[config.mk]
export PLATFORM = sky130hd
export DESIGN_NAME = sprite_frame_blit_modulate
export DESIGN_NICKNAME = d
export VERILOG_FILES = /design/src/rtl/sfbm_pkg.sv /design/src/rtl/sprite_frame_blit_modulate.sv
export SDC_FILE = /design/constraint.sdc
export NUM_CORES = 2
export LEC_CHECK = 0
export ABC_AREA = 1
export BUFFER_PORTS_ARGS = -buffer_cell sky130_fd_sc_hd__buf_4
export CAP_MARGIN = 40
export CORE_MARGIN = 5
export CORE_UTILIZATION = 46
export DETAILED_ROUTE_END_ITERATION = 10
export PLACE_DENSITY = 0.7
export SLEW_MARGIN = 20
export SYNTH_ARGS = -nofsm -noshare
export SYNTH_HDL_FRONTEND = slang
export SYNTH_SLANG_ARGS = --single-unit
[constraint.sdc]
create_clock -name clock -period 7.7 [get_ports clock]
set_input_delay 0.385 -clock clock [delete_from_list [all_inputs] [get_ports clock]]
set_output_delay 0.385 -clock clock [all_outputs]
set_load 0.005 [all_outputs]
[src/rtl/sfbm_pkg.sv]
// sfbm_pkg: shared types, constants and helpers for the sprite frame blitter
// no dependencies; imported by sprite_frame_blit_modulate
`default_nettype none

package sfbm_pkg;

   // screen geometry and size limits
   localparam int unsigned SCREEN_HEIGHT = 1024;
   localparam int unsigned MAX_DIM       = 4096;

   // field widths
   localparam int unsigned DIM_W   = 13;   // image size and frame step registers
   localparam int unsigned CNT_W   = 12;   // column / row counters, window offset
   localparam int unsigned NUM_W   = 16;   // frame number register
   localparam int unsigned SCALE_W = 7;
   localparam int unsigned COORD_W = 20;
   localparam int unsigned CSR_W   = 32;

   // step * number product, one remainder bit per divider cycle
   localparam int unsigned DIV_BITS = DIM_W + NUM_W;
   localparam int unsigned DIV_CNT_W = $clog2(DIV_BITS);

   // register indexes of the configuration port
   typedef enum logic [2:0] {
      REG_IMAGE_WIDTH  = 3'd0,
      REG_IMAGE_HEIGHT = 3'd1,
      REG_FRAME_STEP   = 3'd2,
      REG_FRAME_NUMBER = 3'd3,
      REG_SCALE        = 3'd4,
      REG_TINT         = 3'd5,
      REG_DEST_X       = 3'd6,
      REG_DEST_Y       = 3'd7
   } csr_index_type;

   // one rgba pixel
   typedef struct packed {
      logic [7:0] r;
      logic [7:0] g;
      logic [7:0] b;
      logic [7:0] a;
   } pixel_type;

   // size register to 1..4096
   function automatic logic [DIM_W-1:0] clamp_dim(input logic [DIM_W-1:0] v);
      logic [DIM_W-1:0] res;
      if (v == '0) begin
         res = DIM_W'(1);
      end else if (v > DIM_W'(MAX_DIM)) begin
         res = DIM_W'(MAX_DIM);
      end else begin
         res = v;
      end
      return res;
   endfunction

   // px * t / 255 truncated; exact for products up to 255 * 255
   function automatic logic [7:0] modulate(input logic [7:0] px, input logic [7:0] t);
      logic [15:0] prod;
      logic [16:0] sum;
      prod = 16'(px) * 16'(t);
      sum  = 17'(prod) + 17'(prod[15:8]) + 17'd1;
      return sum[15:8];
   endfunction

endpackage

`default_nettype wire

[src/rtl/sprite_frame_blit_modulate.sv]
// sprite_frame_blit_modulate: sprite sheet blitter with frame window and tint
// depends on sfbm_pkg (types, constants, clamp and modulate helpers)
//
// Usage:
//   req_*  : one rgba sheet pixel per request, file order, top row first.
//   rsp_*  : one scaled screen rectangle with tinted color for each pixel
//            inside the frame window; pixels outside it give nothing.
//   csr_*  : register writes; the user must write only while the block is
//            idle, which the block does not enforce. Every write restarts the
//            draw at the first pixel and recomputes the frame window: offset =
//            (step * number) mod width, found by a bit-serial remainder unit.
//            Requests stall during the product, remainder and window steps.
//   Throughput: one request per cycle unless a write, the window unit or the
//   receiver stalls it, set by the input and result registers; all per-pixel
//   work is one pass between them; rectangles are valid from the result register.
//   Receiver stall: the result register holds; the input register keeps one
//   more request, then req_stall rises until the result is taken.
//   Reset: registers return to width 1, height 1, step 0, number 0, scale 1,
//   white tint, origin 0; counters and offset cleared, window width 1, nothing pending.
`default_nettype none

module sprite_frame_blit_modulate (
   input  wire logic                                 clock,
   input  wire logic                                 reset,
   // configuration
   input  wire logic                                 csr_write_en,
   input  wire sfbm_pkg::csr_index_type              csr_index,
   input  wire logic [sfbm_pkg::CSR_W-1:0]           csr_data,
   // pixel requests
   input  wire logic                                 req_valid,
   output logic                                      req_stall,
   input  wire logic [7:0]                           req_pixel_r,
   input  wire logic [7:0]                           req_pixel_g,
   input  wire logic [7:0]                           req_pixel_b,
   input  wire logic [7:0]                           req_pixel_a,
   // rectangle responses
   output logic                                      rsp_valid,
   input  wire logic                                 rsp_stall,
   output logic signed [sfbm_pkg::COORD_W-1:0]       rsp_rect_x0,
   output logic signed [sfbm_pkg::COORD_W-1:0]       rsp_rect_y0,
   output logic signed [sfbm_pkg::COORD_W-1:0]       rsp_rect_x1,
   output logic signed [sfbm_pkg::COORD_W-1:0]       rsp_rect_y1,
   output logic [7:0]                                rsp_out_r,
   output logic [7:0]                                rsp_out_g,
   output logic [7:0]                                rsp_out_b,
   output logic [7:0]                                rsp_out_a,
   output logic                                      rsp_last_rect
);
   import sfbm_pkg::*;

   typedef enum logic [1:0] {
      ST_IDLE,
      ST_LOAD,
      ST_DIVIDE,
      ST_FINISH
   } win_state_type;

   // configuration registers
   logic [DIM_W-1:0]   image_width_ff, image_height_ff, frame_step_ff;
   logic [NUM_W-1:0]   frame_number_ff;
   logic [SCALE_W-1:0] scale_ff;
   logic [CSR_W-1:0]   tint_ff;
   logic [15:0]        dest_x_ff, dest_y_ff;

   // window unit
   win_state_type          state_ff;
   logic [DIV_BITS-1:0]    prod_ff;
   logic [CNT_W-1:0]       rem_ff;
   logic [DIV_CNT_W-1:0]   div_cnt_ff;
   logic [CNT_W-1:0]       window_offset_ff;
   logic [DIM_W-1:0]       window_width_ff;

   // stream counters
   logic [CNT_W-1:0]       col_ff, row_ff;

   // input register
   logic                   s1_valid_ff;
   pixel_type              s1_pixel_ff;
   logic [CNT_W-1:0]       s1_x_ff, s1_y_ff;
   logic                   s1_last_ff;

   // result register
   logic                   s2_valid_ff;

   logic [DIM_W-1:0]       img_w, img_h;
   logic [DIM_W-1:0]       trial, room;
   logic [DIM_W-1:0]       col_ext, row_ext, off_ext, win_end;
   logic                   busy, req_accept, in_window, last_in, col_wrap, row_wrap;
   logic                   s1_ready, s2_ready;
   logic [CNT_W-1:0]       x_in, y_in;
   logic [SCALE_W-1:0]     scale_eff;
   logic [COORD_W-1:0]     scale_ext, xs, ys, x0, bottom;
   logic [COORD_W-1:0]     dest_x_ext, dest_y_ext;

   assign img_w = clamp_dim(image_width_ff);
   assign img_h = clamp_dim(image_height_ff);

   // register writes
   always_ff @(posedge clock) begin
      if (reset) begin
         image_width_ff  <= DIM_W'(1);
         image_height_ff <= DIM_W'(1);
         frame_step_ff   <= '0;
         frame_number_ff <= '0;
         scale_ff        <= SCALE_W'(1);
         tint_ff         <= '1;
         dest_x_ff       <= '0;
         dest_y_ff       <= '0;
      end else if (csr_write_en) begin
         unique case (csr_index)
            REG_IMAGE_WIDTH:  image_width_ff  <= csr_data[DIM_W-1:0];
            REG_IMAGE_HEIGHT: image_height_ff <= csr_data[DIM_W-1:0];
            REG_FRAME_STEP:   frame_step_ff   <= csr_data[DIM_W-1:0];
            REG_FRAME_NUMBER: frame_number_ff <= csr_data[NUM_W-1:0];
            REG_SCALE:        scale_ff        <= csr_data[SCALE_W-1:0];
            REG_TINT:         tint_ff         <= csr_data;
            REG_DEST_X:       dest_x_ff       <= csr_data[15:0];
            REG_DEST_Y:       dest_y_ff       <= csr_data[15:0];
            default: ;
         endcase
      end
   end

   // remainder trial step and room left right of the offset
   assign trial = {rem_ff, prod_ff[DIV_BITS-1]};
   assign room  = img_w - DIM_W'(rem_ff);

   // window unit: product, bit-serial remainder, then window update
   always_ff @(posedge clock) begin
      if (reset) begin
         state_ff         <= ST_IDLE;
         window_offset_ff <= '0;
         window_width_ff  <= DIM_W'(1);
      end else if (csr_write_en) begin
         state_ff <= ST_LOAD;
      end else begin
         unique case (state_ff)
            ST_IDLE: ;
            ST_LOAD: begin
               prod_ff    <= DIV_BITS'(frame_step_ff) * DIV_BITS'(frame_number_ff);
               rem_ff     <= '0;
               div_cnt_ff <= DIV_CNT_W'(DIV_BITS - 1);
               state_ff   <= ST_DIVIDE;
            end
            ST_DIVIDE: begin
               if (trial >= img_w) begin
                  rem_ff <= CNT_W'(trial - img_w);
               end else begin
                  rem_ff <= trial[CNT_W-1:0];
               end
               prod_ff <= prod_ff << 1;
               if (div_cnt_ff == '0) begin
                  state_ff <= ST_FINISH;
               end else begin
                  div_cnt_ff <= div_cnt_ff - DIV_CNT_W'(1);
               end
            end
            ST_FINISH: begin
               if (frame_step_ff == '0) begin
                  window_offset_ff <= '0;
                  window_width_ff  <= img_w;
               end else begin
                  window_offset_ff <= rem_ff;
                  window_width_ff  <= (frame_step_ff < room) ? frame_step_ff : room;
               end
               state_ff <= ST_IDLE;
            end
            default: state_ff <= ST_IDLE;
         endcase
      end
   end

   // handshake
   assign busy       = (state_ff != ST_IDLE);
   assign s2_ready   = !s2_valid_ff || !rsp_stall;
   assign s1_ready   = !s1_valid_ff || s2_ready;
   assign req_stall  = csr_write_en || busy || !s1_ready;
   assign req_accept = req_valid && !req_stall;

   // window test on the current counters
   assign col_ext   = DIM_W'(col_ff);
   assign row_ext   = DIM_W'(row_ff);
   assign off_ext   = DIM_W'(window_offset_ff);
   assign win_end   = off_ext + window_width_ff - DIM_W'(1);
   assign in_window = (col_ff >= window_offset_ff) &&
                      ((col_ext - off_ext) < window_width_ff);
   assign last_in   = (row_ext == img_h - DIM_W'(1)) && (col_ext == win_end);
   assign x_in      = col_ff - window_offset_ff;
   assign y_in      = CNT_W'(img_h - DIM_W'(1) - row_ext);
   assign col_wrap  = (col_ext + DIM_W'(1) >= img_w);
   assign row_wrap  = (row_ext + DIM_W'(1) >= img_h);

   // column and row counters
   always_ff @(posedge clock) begin
      if (reset || csr_write_en) begin
         col_ff <= '0;
         row_ff <= '0;
      end else if (req_accept) begin
         if (col_wrap) begin
            col_ff <= '0;
            row_ff <= row_wrap ? '0 : row_ff + CNT_W'(1);
         end else begin
            col_ff <= col_ff + CNT_W'(1);
         end
      end
   end

   // input register
   always_ff @(posedge clock) begin
      if (reset) begin
         s1_valid_ff <= 1'b0;
      end else if (s1_ready) begin
         s1_valid_ff <= req_accept && in_window;
      end
      if (s1_ready && req_accept) begin
         s1_pixel_ff <= '{r: req_pixel_r, g: req_pixel_g, b: req_pixel_b, a: req_pixel_a};
         s1_x_ff     <= x_in;
         s1_y_ff     <= y_in;
         s1_last_ff  <= last_in;
      end
   end

   // rectangle geometry, all coordinates wrap to 20 bits
   assign scale_eff  = (scale_ff == '0) ? SCALE_W'(1) : scale_ff;
   assign scale_ext  = COORD_W'(scale_eff);
   assign xs         = COORD_W'(s1_x_ff) * scale_ext;
   assign ys         = COORD_W'(s1_y_ff) * scale_ext;
   assign dest_x_ext = {{(COORD_W-16){dest_x_ff[15]}}, dest_x_ff};
   assign dest_y_ext = {{(COORD_W-16){dest_y_ff[15]}}, dest_y_ff};
   assign x0         = dest_x_ext + xs;
   assign bottom     = dest_y_ext + ys;

   // result register
   always_ff @(posedge clock) begin
      if (reset) begin
         s2_valid_ff <= 1'b0;
      end else if (s2_ready) begin
         s2_valid_ff <= s1_valid_ff;
      end
      if (s2_ready && s1_valid_ff) begin
         rsp_rect_x0   <= x0;
         rsp_rect_x1   <= x0 + scale_ext - COORD_W'(1);
         rsp_rect_y0   <= COORD_W'(SCREEN_HEIGHT) - bottom - scale_ext;
         rsp_rect_y1   <= COORD_W'(SCREEN_HEIGHT) - COORD_W'(1) - bottom;
         rsp_out_r     <= modulate(s1_pixel_ff.r, tint_ff[31:24]);
         rsp_out_g     <= modulate(s1_pixel_ff.g, tint_ff[23:16]);
         rsp_out_b     <= modulate(s1_pixel_ff.b, tint_ff[15:8]);
         rsp_out_a     <= modulate(s1_pixel_ff.a, tint_ff[7:0]);
         rsp_last_rect <= s1_last_ff;
      end
   end

   assign rsp_valid = s2_valid_ff;

   // no request is taken while the window is being worked out
   a_busy_blocks_requests: assert property (@(posedge clock) disable iff (reset)
      busy |-> req_stall)
      else $error("request accepted during window computation");

   // a settled window lies inside the sheet
   a_window_in_sheet: assert property (@(posedge clock) disable iff (reset)
      !busy |-> (off_ext + window_width_ff <= img_w) && (window_width_ff != '0))
      else $error("frame window outside the sheet");

   // counters stay inside the sheet once the registers have settled
   a_counters_in_sheet: assert property (@(posedge clock) disable iff (reset)
      !busy |-> (col_ext < img_w) && (row_ext < img_h))
      else $error("pixel counters outside the sheet");

endmodule

`default_nettype wire
# After elaboration in Yosys (flattened, before gate mapping)
# Index checks and enable logic that the tools add are counted.
# totals
out_inout_bits,115
inputBits,72
word_cells,154
ff_bits,395
# classes
reduce_logical,41
bitwise_logic,2
n_lt_le_gt_ge,8
add_sub_neg,28
mul,7
eq_ne,15
n_mux,18
# op_table
op,count
$mux W13,6
$add A16 B1 Y16 const B,4
$add A16 B8 Y16,4
$mul A8 B8 Y16,4
$pmux W29 S2,1
$mux W12,4
$add A20 B19 Y20,2
$ge A13 B13 Y1,3
$logic_not A13 Y1,3
$mul A12 B7 Y19,2
$sub A12 B12 Y12,3
$mul A13 B16 Y29,1
$add A12 B1 Y13 const B,2
$eq A12 B13 Y1,2
$gt A13 B13 Y1 const B,2
$lt A13 B13 Y1,2
$sub A13 B1 Y13 const B,2
$add A12 B1 Y12 const B,2
$pmux W12 S2,1
$reduce_and A2 Y1,12
$add A20 B7 Y20,1
$sub A10 B20 Y20 const A,1
$sub A11 B20 Y20 const A,1
$sub A20 B1 Y20 const B,1
32 further kinds,53

# Depth between registers and ports, before layout
# logic_depth
ltp_word,8
ltp_mapped,36
mapped_depth_nobuf,34

# Worst setup path after synthesis
# OpenSTA, ideal clock, no wires.
# synth_timing
kind,input-to-reg
start,in rsp_stall
end,"reg rsp_last_rect, enable pin"
n_path_buf,0
arrival_ns,5.852
cell_stages,1
required_ns,7.078
setup_ns,0.622
path_slack_ns,1.226
cell_sequence,a21oi_1
# synth_between
elab_chain_len,3
# synth_lines
element,line_no,rtl
start: declaration,sprite_frame_blit_modulate.sv:38,"input wire logic rsp_stall,"
$logic_not A1 Y1,sprite_frame_blit_modulate.sv:175,assign s2_ready = !s2_valid_ff || !rsp_stall;
$logic_or A1 B1 Y1,sprite_frame_blit_modulate.sv:175,
$logic_and A1 B1 Y1,sprite_frame_blit_modulate.sv:240,if (s2_ready && s1_valid_ff) begin
end signal: assignment,sprite_frame_blit_modulate.sv:249,rsp_last_rect <= s1_last_ff;
end: declaration,sprite_frame_blit_modulate.sv:47,output logic rsp_last_rect
# No other way between the ends.
# A chain may end at the register's enable or synchronous reset.

# Worst setup path in the final report
# layout_timing
start,reg scale_ff[1]
end,"reg rsp_rect_y0[19] (netlist name), data pin"
# layout_between
elab_chain_len,6
# layout_lines
element,line_no,rtl
start: declaration,sprite_frame_blit_modulate.sv:61,logic [SCALE_W-1:0] scale_ff;
start signal: assignment,sprite_frame_blit_modulate.sv:115,REG_SCALE: scale_ff <= csr_data[SCALE_W-1:0];
$logic_not A7 Y1,sprite_frame_blit_modulate.sv:224,assign scale_eff = (scale_ff == '0) ? SCALE_W'(1) : scale_ff;
$mux W7 *,sprite_frame_blit_modulate.sv:224,
$mul A12 B7 Y19,sprite_frame_blit_modulate.sv:227,assign ys = COORD_W'(s1_y_ff) * scale_ext;
$add A20 B19 Y20,sprite_frame_blit_modulate.sv:231,assign bottom = dest_y_ext + ys;
$sub A11 B20 Y20,sprite_frame_blit_modulate.sv:243,rsp_rect_y0 <= COORD_W'(SCREEN_HEIGHT) - bottom - scale_ext;
$sub A20 B7 Y20 *,sprite_frame_blit_modulate.sv:243,
end signal: assignment,sprite_frame_blit_modulate.sv:243,
end: declaration,sprite_frame_blit_modulate.sv:40,"output logic signed [sfbm_pkg::COORD_W-1:0] rsp_rect_y0,"
# Every way passes the cells marked *; elsewhere a longest branch is shown, timed or not.

==> metrics.cfg <==
[outcome]
outcome=completed

[timing]
finalSetupViolations=0
period_needed_ns=6.48
achievable-frequency_mhz=154
finClkSkew_ns=0.0221
layout_worst_path_cycle_share_pct=84.1
max_slew_margin_pct=41.1
final-hold-violation-count=0
rsz0062_at_grt=no
worst-slew-pin-transition_ns=0.883
worst_hold_slack_ns=0.0807
final-max-slew-violation-count=0
timing.setup.tns_ns=0

[placed_design]
port_buffers=186
detailedPlacementHpwl_um=90500
finalWeightedCongestion=0.913

[route]
drt-met1-wl_um=48800
met3_length_um=9260
drt_first_pass_iters=6
drc_errors=0
detailed_route_wire_length_um=114000
met2_wirelength_um=52200
vias_after_detailed_routing=38000
postRouteAntennaNets=0
post_drt_via_cell_ratio=5.11
drt-initial-drc-count=2514
wl_per_cell_um=15.4
topRoutingLayerUsed=met4

[setup_path]
worst_reg2reg_path_startpoint=scale_ff[1]
critPathKind=reg -> reg
reg2reg_to=rsp_rect_y0[19]
timing.critical_path.depth=30
timing.critical_path.buf_inv=6
cpPeakStageDelay_ns=0.67
cp.required_ns=8.08
worst-r2r-setup-slack_ns=1.22
worst_setup_path_start_kind=flip-flop
crit_path_max_fanout=14
max_stage_delay_cell_worst_path=sky130_fd_sc_hd__dfxtp_1
cp_top_family=adder cells
arrival_time_of_the_worst_setup_path_ns=6.86
crit_path_frequent_cell=sky130_fd_sc_hd__nand2_1
worst_reg_to_reg_cells=30
cp-end-kind=flip-flop

[yosys]
post_synthesis_cells=5986
mappedNetlistArea_um2=45500
synth.ff_latch_count=395
synth-async-reset-ratio_pct=0
yosysUniqueCellTypes=57
syn_area_per_cell_um2=7.60
ys_dominant_reg_cell=sky130_fd_sc_hd__edfxtp_1
synth-seq-area-share_pct=22.1
yosys_warnings=0
post_syn_nets=6997
number_of_synthesized_flops_with_an_enable_pin=216

[clock_tree]
post_cts_buffers=0
clk_pin_slew_worst_paths_ns=0.06
clock_tree.buffer_depth=3
clock_tree.root_cell=sky130_fd_sc_hd__clkbuf_16
cts-buffers-inserted=49
cts_resized=0
clock_sink_count=395
clock_insertion_delay_worst_skew_ns=0.63
post_cts_hold_buffer_count=48
htreeDepth=2
cts_tree=built

[global_routing]
maximum_number_of_pins_on_one_net_before_global_route_repair=83
grt_first_pass_wirelength_um=190000
groute.usage.overall_pct=21.6
grt_overflow=0
number_of_global_route_vias_before_repair=37900
grt_antenna_before_repair=4

[floorplan]
rows=115
die-width_um=325
start_util_pct=46.3
io-pin-count=187
core-area_um2=98300
die_area_um2=105000
floorplan.die.height_um=325

[hold_path]
hold_path_class=in -> reg
hold_start=rsp_stall
min_delay_path_depth=3
worst_hold_endpoint=rsp_valid

[finish]
post-route-util_pct=51.1
finalNetCount=7117
final_layout_size_suffix_gt1_share_pct=6.54
syn_to_final_growth_pct=10.4

[power_and_ir_drop]
power.density_cell_area_nw_per_um2=265
vdd.ir_drop.worst_uv=280
cellLeakagePower_nw=27.5

[job]
max-cap-violations=0

==> placed cells by master (no fill, tap or decap), types with 179 or more instances in the layout <==
cell,instances
sky130_fd_sc_hd__o21ai_0,231
sky130_fd_sc_hd__nor2_1,375
sky130_fd_sc_hd__ha_1,502
sky130_fd_sc_hd__nand3_1,240
sky130_fd_sc_hd__buf_4,205
sky130_fd_sc_hd__a21oi_1,307
sky130_fd_sc_hd__nand2_1,1461
sky130_fd_sc_hd__inv_1,1320
sky130_fd_sc_hd__edfxtp_1,216
sky130_fd_sc_hd__fa_1,437
sky130_fd_sc_hd__dfxtp_1,179
==> worst max path at each step <==
| stage | startpoint | to | slack, ns |
|---|---|---|---|
| floorplan | rsp_stall | rsp_last_rect | 1.23 |
| global placement | scale_ff[1] | rsp_rect_y0[19] | 1.16 |
| detailed placement | scale_ff[3] | rsp_rect_y0[19] | 1.15 |
| CTS | scale_ff[3] | rsp_rect_y0[19] | 1.13 |
| global route | scale_ff[1] | rsp_rect_y0[19] | 0.69 |
| finish | scale_ff[1] | rsp_rect_y0[19] | 1.22 |
==> power by group <==
part           internal (mW)  total, mW  switching (mW)
Clock                   1.34       2.35            1.01
Sequential              2.63       2.74           0.116
Combinational           3.03       8.20            5.18
==> flip-flops by register name, indices dropped and copies added (netlist names), 13 cells and up <==
register / cells
image_height_ff: 13
frame_number_ff: 16
frame_step_ff: 13
dest_y_ff: 16
dest_x_ff: 16
rsp_rect_y1: 20
rsp_rect_x1: 20
rsp_rect_x0: 20
image_width_ff: 13
prod_ff: 29
tint_ff: 32
s1_pixel_ff: 32
window_width_ff: 13
rsp_rect_y0: 20
==> Yosys cell counts (7+ instances only) <==
library cell | number | share of area (%)
sky130_fd_sc_hd__nand2_1 | 1461 | 12
sky130_fd_sc_hd__inv_1 | 1322 | 11
sky130_fd_sc_hd__ha_1 | 502 | 14
sky130_fd_sc_hd__fa_1 | 437 | 19
sky130_fd_sc_hd__nor2_1 | 377 | 3.1
sky130_fd_sc_hd__a21oi_1 | 308 | 3.4
sky130_fd_sc_hd__nand3_1 | 240 | 2.6
sky130_fd_sc_hd__o21ai_0 | 231 | 2.5
sky130_fd_sc_hd__edfxtp_1 | 216 | 14
sky130_fd_sc_hd__dfxtp_1 | 179 | 7.9
sky130_fd_sc_hd__clkbuf_1 | 171 | 1.4
sky130_fd_sc_hd__xor2_1 | 115 | 2.2
sky130_fd_sc_hd__xnor2_1 | 60 | 1.2
sky130_fd_sc_hd__nand4_1 | 51 | 0.70
sky130_fd_sc_hd__nor3_1 | 42 | 0.46
sky130_fd_sc_hd__nand2_2 | 27 | 0.37
sky130_fd_sc_hd__a211oi_1 | 20 | 0.33
sky130_fd_sc_hd__or2_2 | 20 | 0.27
sky130_fd_sc_hd__a31oi_1 | 18 | 0.25
sky130_fd_sc_hd__buf_1 | 17 | 0.14
sky130_fd_sc_hd__a21o_1 | 16 | 0.26
sky130_fd_sc_hd__o211ai_1 | 13 | 0.21
sky130_fd_sc_hd__o21bai_1 | 13 | 0.21
sky130_fd_sc_hd__nand3_2 | 11 | 0.24
sky130_fd_sc_hd__nand3b_1 | 11 | 0.18
sky130_fd_sc_hd__o21ai_1 | 9 | 0.099
sky130_fd_sc_hd__a21oi_2 | 8 | 0.15
sky130_fd_sc_hd__buf_2 | 8 | 0.088
sky130_fd_sc_hd__inv_2 | 8 | 0.066
sky130_fd_sc_hd__nor2_2 | 8 | 0.11
sky130_fd_sc_hd__nor4_1 | 7 | 0.096
==> per-stage QoR <==
| step | total power [mW] | cell area [µm²] | setup WS [ns] | cells |
|---|---|---|---|---|
| 4_1_cts | 13.4 | 50100 | 1.13 | 7427 |
| 3_5_place_dp | 10.9 | 48000 | 1.15 | 7288 |
| 6_report | 13.3 | 50200 | 1.22 | 7440 |
| 2_1_floorplan | 9.08 | 45500 | 1.23 | 5986 |
| 5_1_grt | 14.7 | 50200 | 0.692 | 7435 |
| 3_3_place_gp | 10.8 | 47900 | 1.16 | 7280 |
==> logic make-up after synthesis <==
group	synth area share (%)
AOI/OAI and AO/OA	8.00
adders and majority gates	33.0
DFF	22.1
buffers and inverters	12.6
xor gates and xnor gates	3.60
and+or+nand+nor	20.6
==> layout make-up <==
type | count | area [µm²]
Sequential cell | 395 | 10100
Multi-Input combinational cell | 4061 | 29700
Tap cell | 1287 | 1610
Clock buffer | 62 | 1320
Timing Repair Buffer | 265 | 2200
Fill cell | 9308 | 48000
Clock inverter | 29 | 303
Antenna cell | 7 | 17.5
Inverter | 1334 | 5010
==> worst register-to-register path, delay by kind of cell (launching register included) <==
family / cells / cell delay (ns)
adders and majority gates: 7 / 2.38
xor gates and xnor gates: 1 / 0.24
buffers and inverters: 6 / 1.06
and+or+nand+nor: 15 / 1.53
AOI/OAI and AO/OA: 1 / 0.31
DFF: 1 / 0.67
==> per-layer routing <==
layer	GRT usage, %	vias up
li1	-	18700
met1	27.8	17900
met2	35.7	1200
met3	4.88	223
met4	8.11	0
met5	0	-
Note: power is estimated with default switching activity, not from simulation.
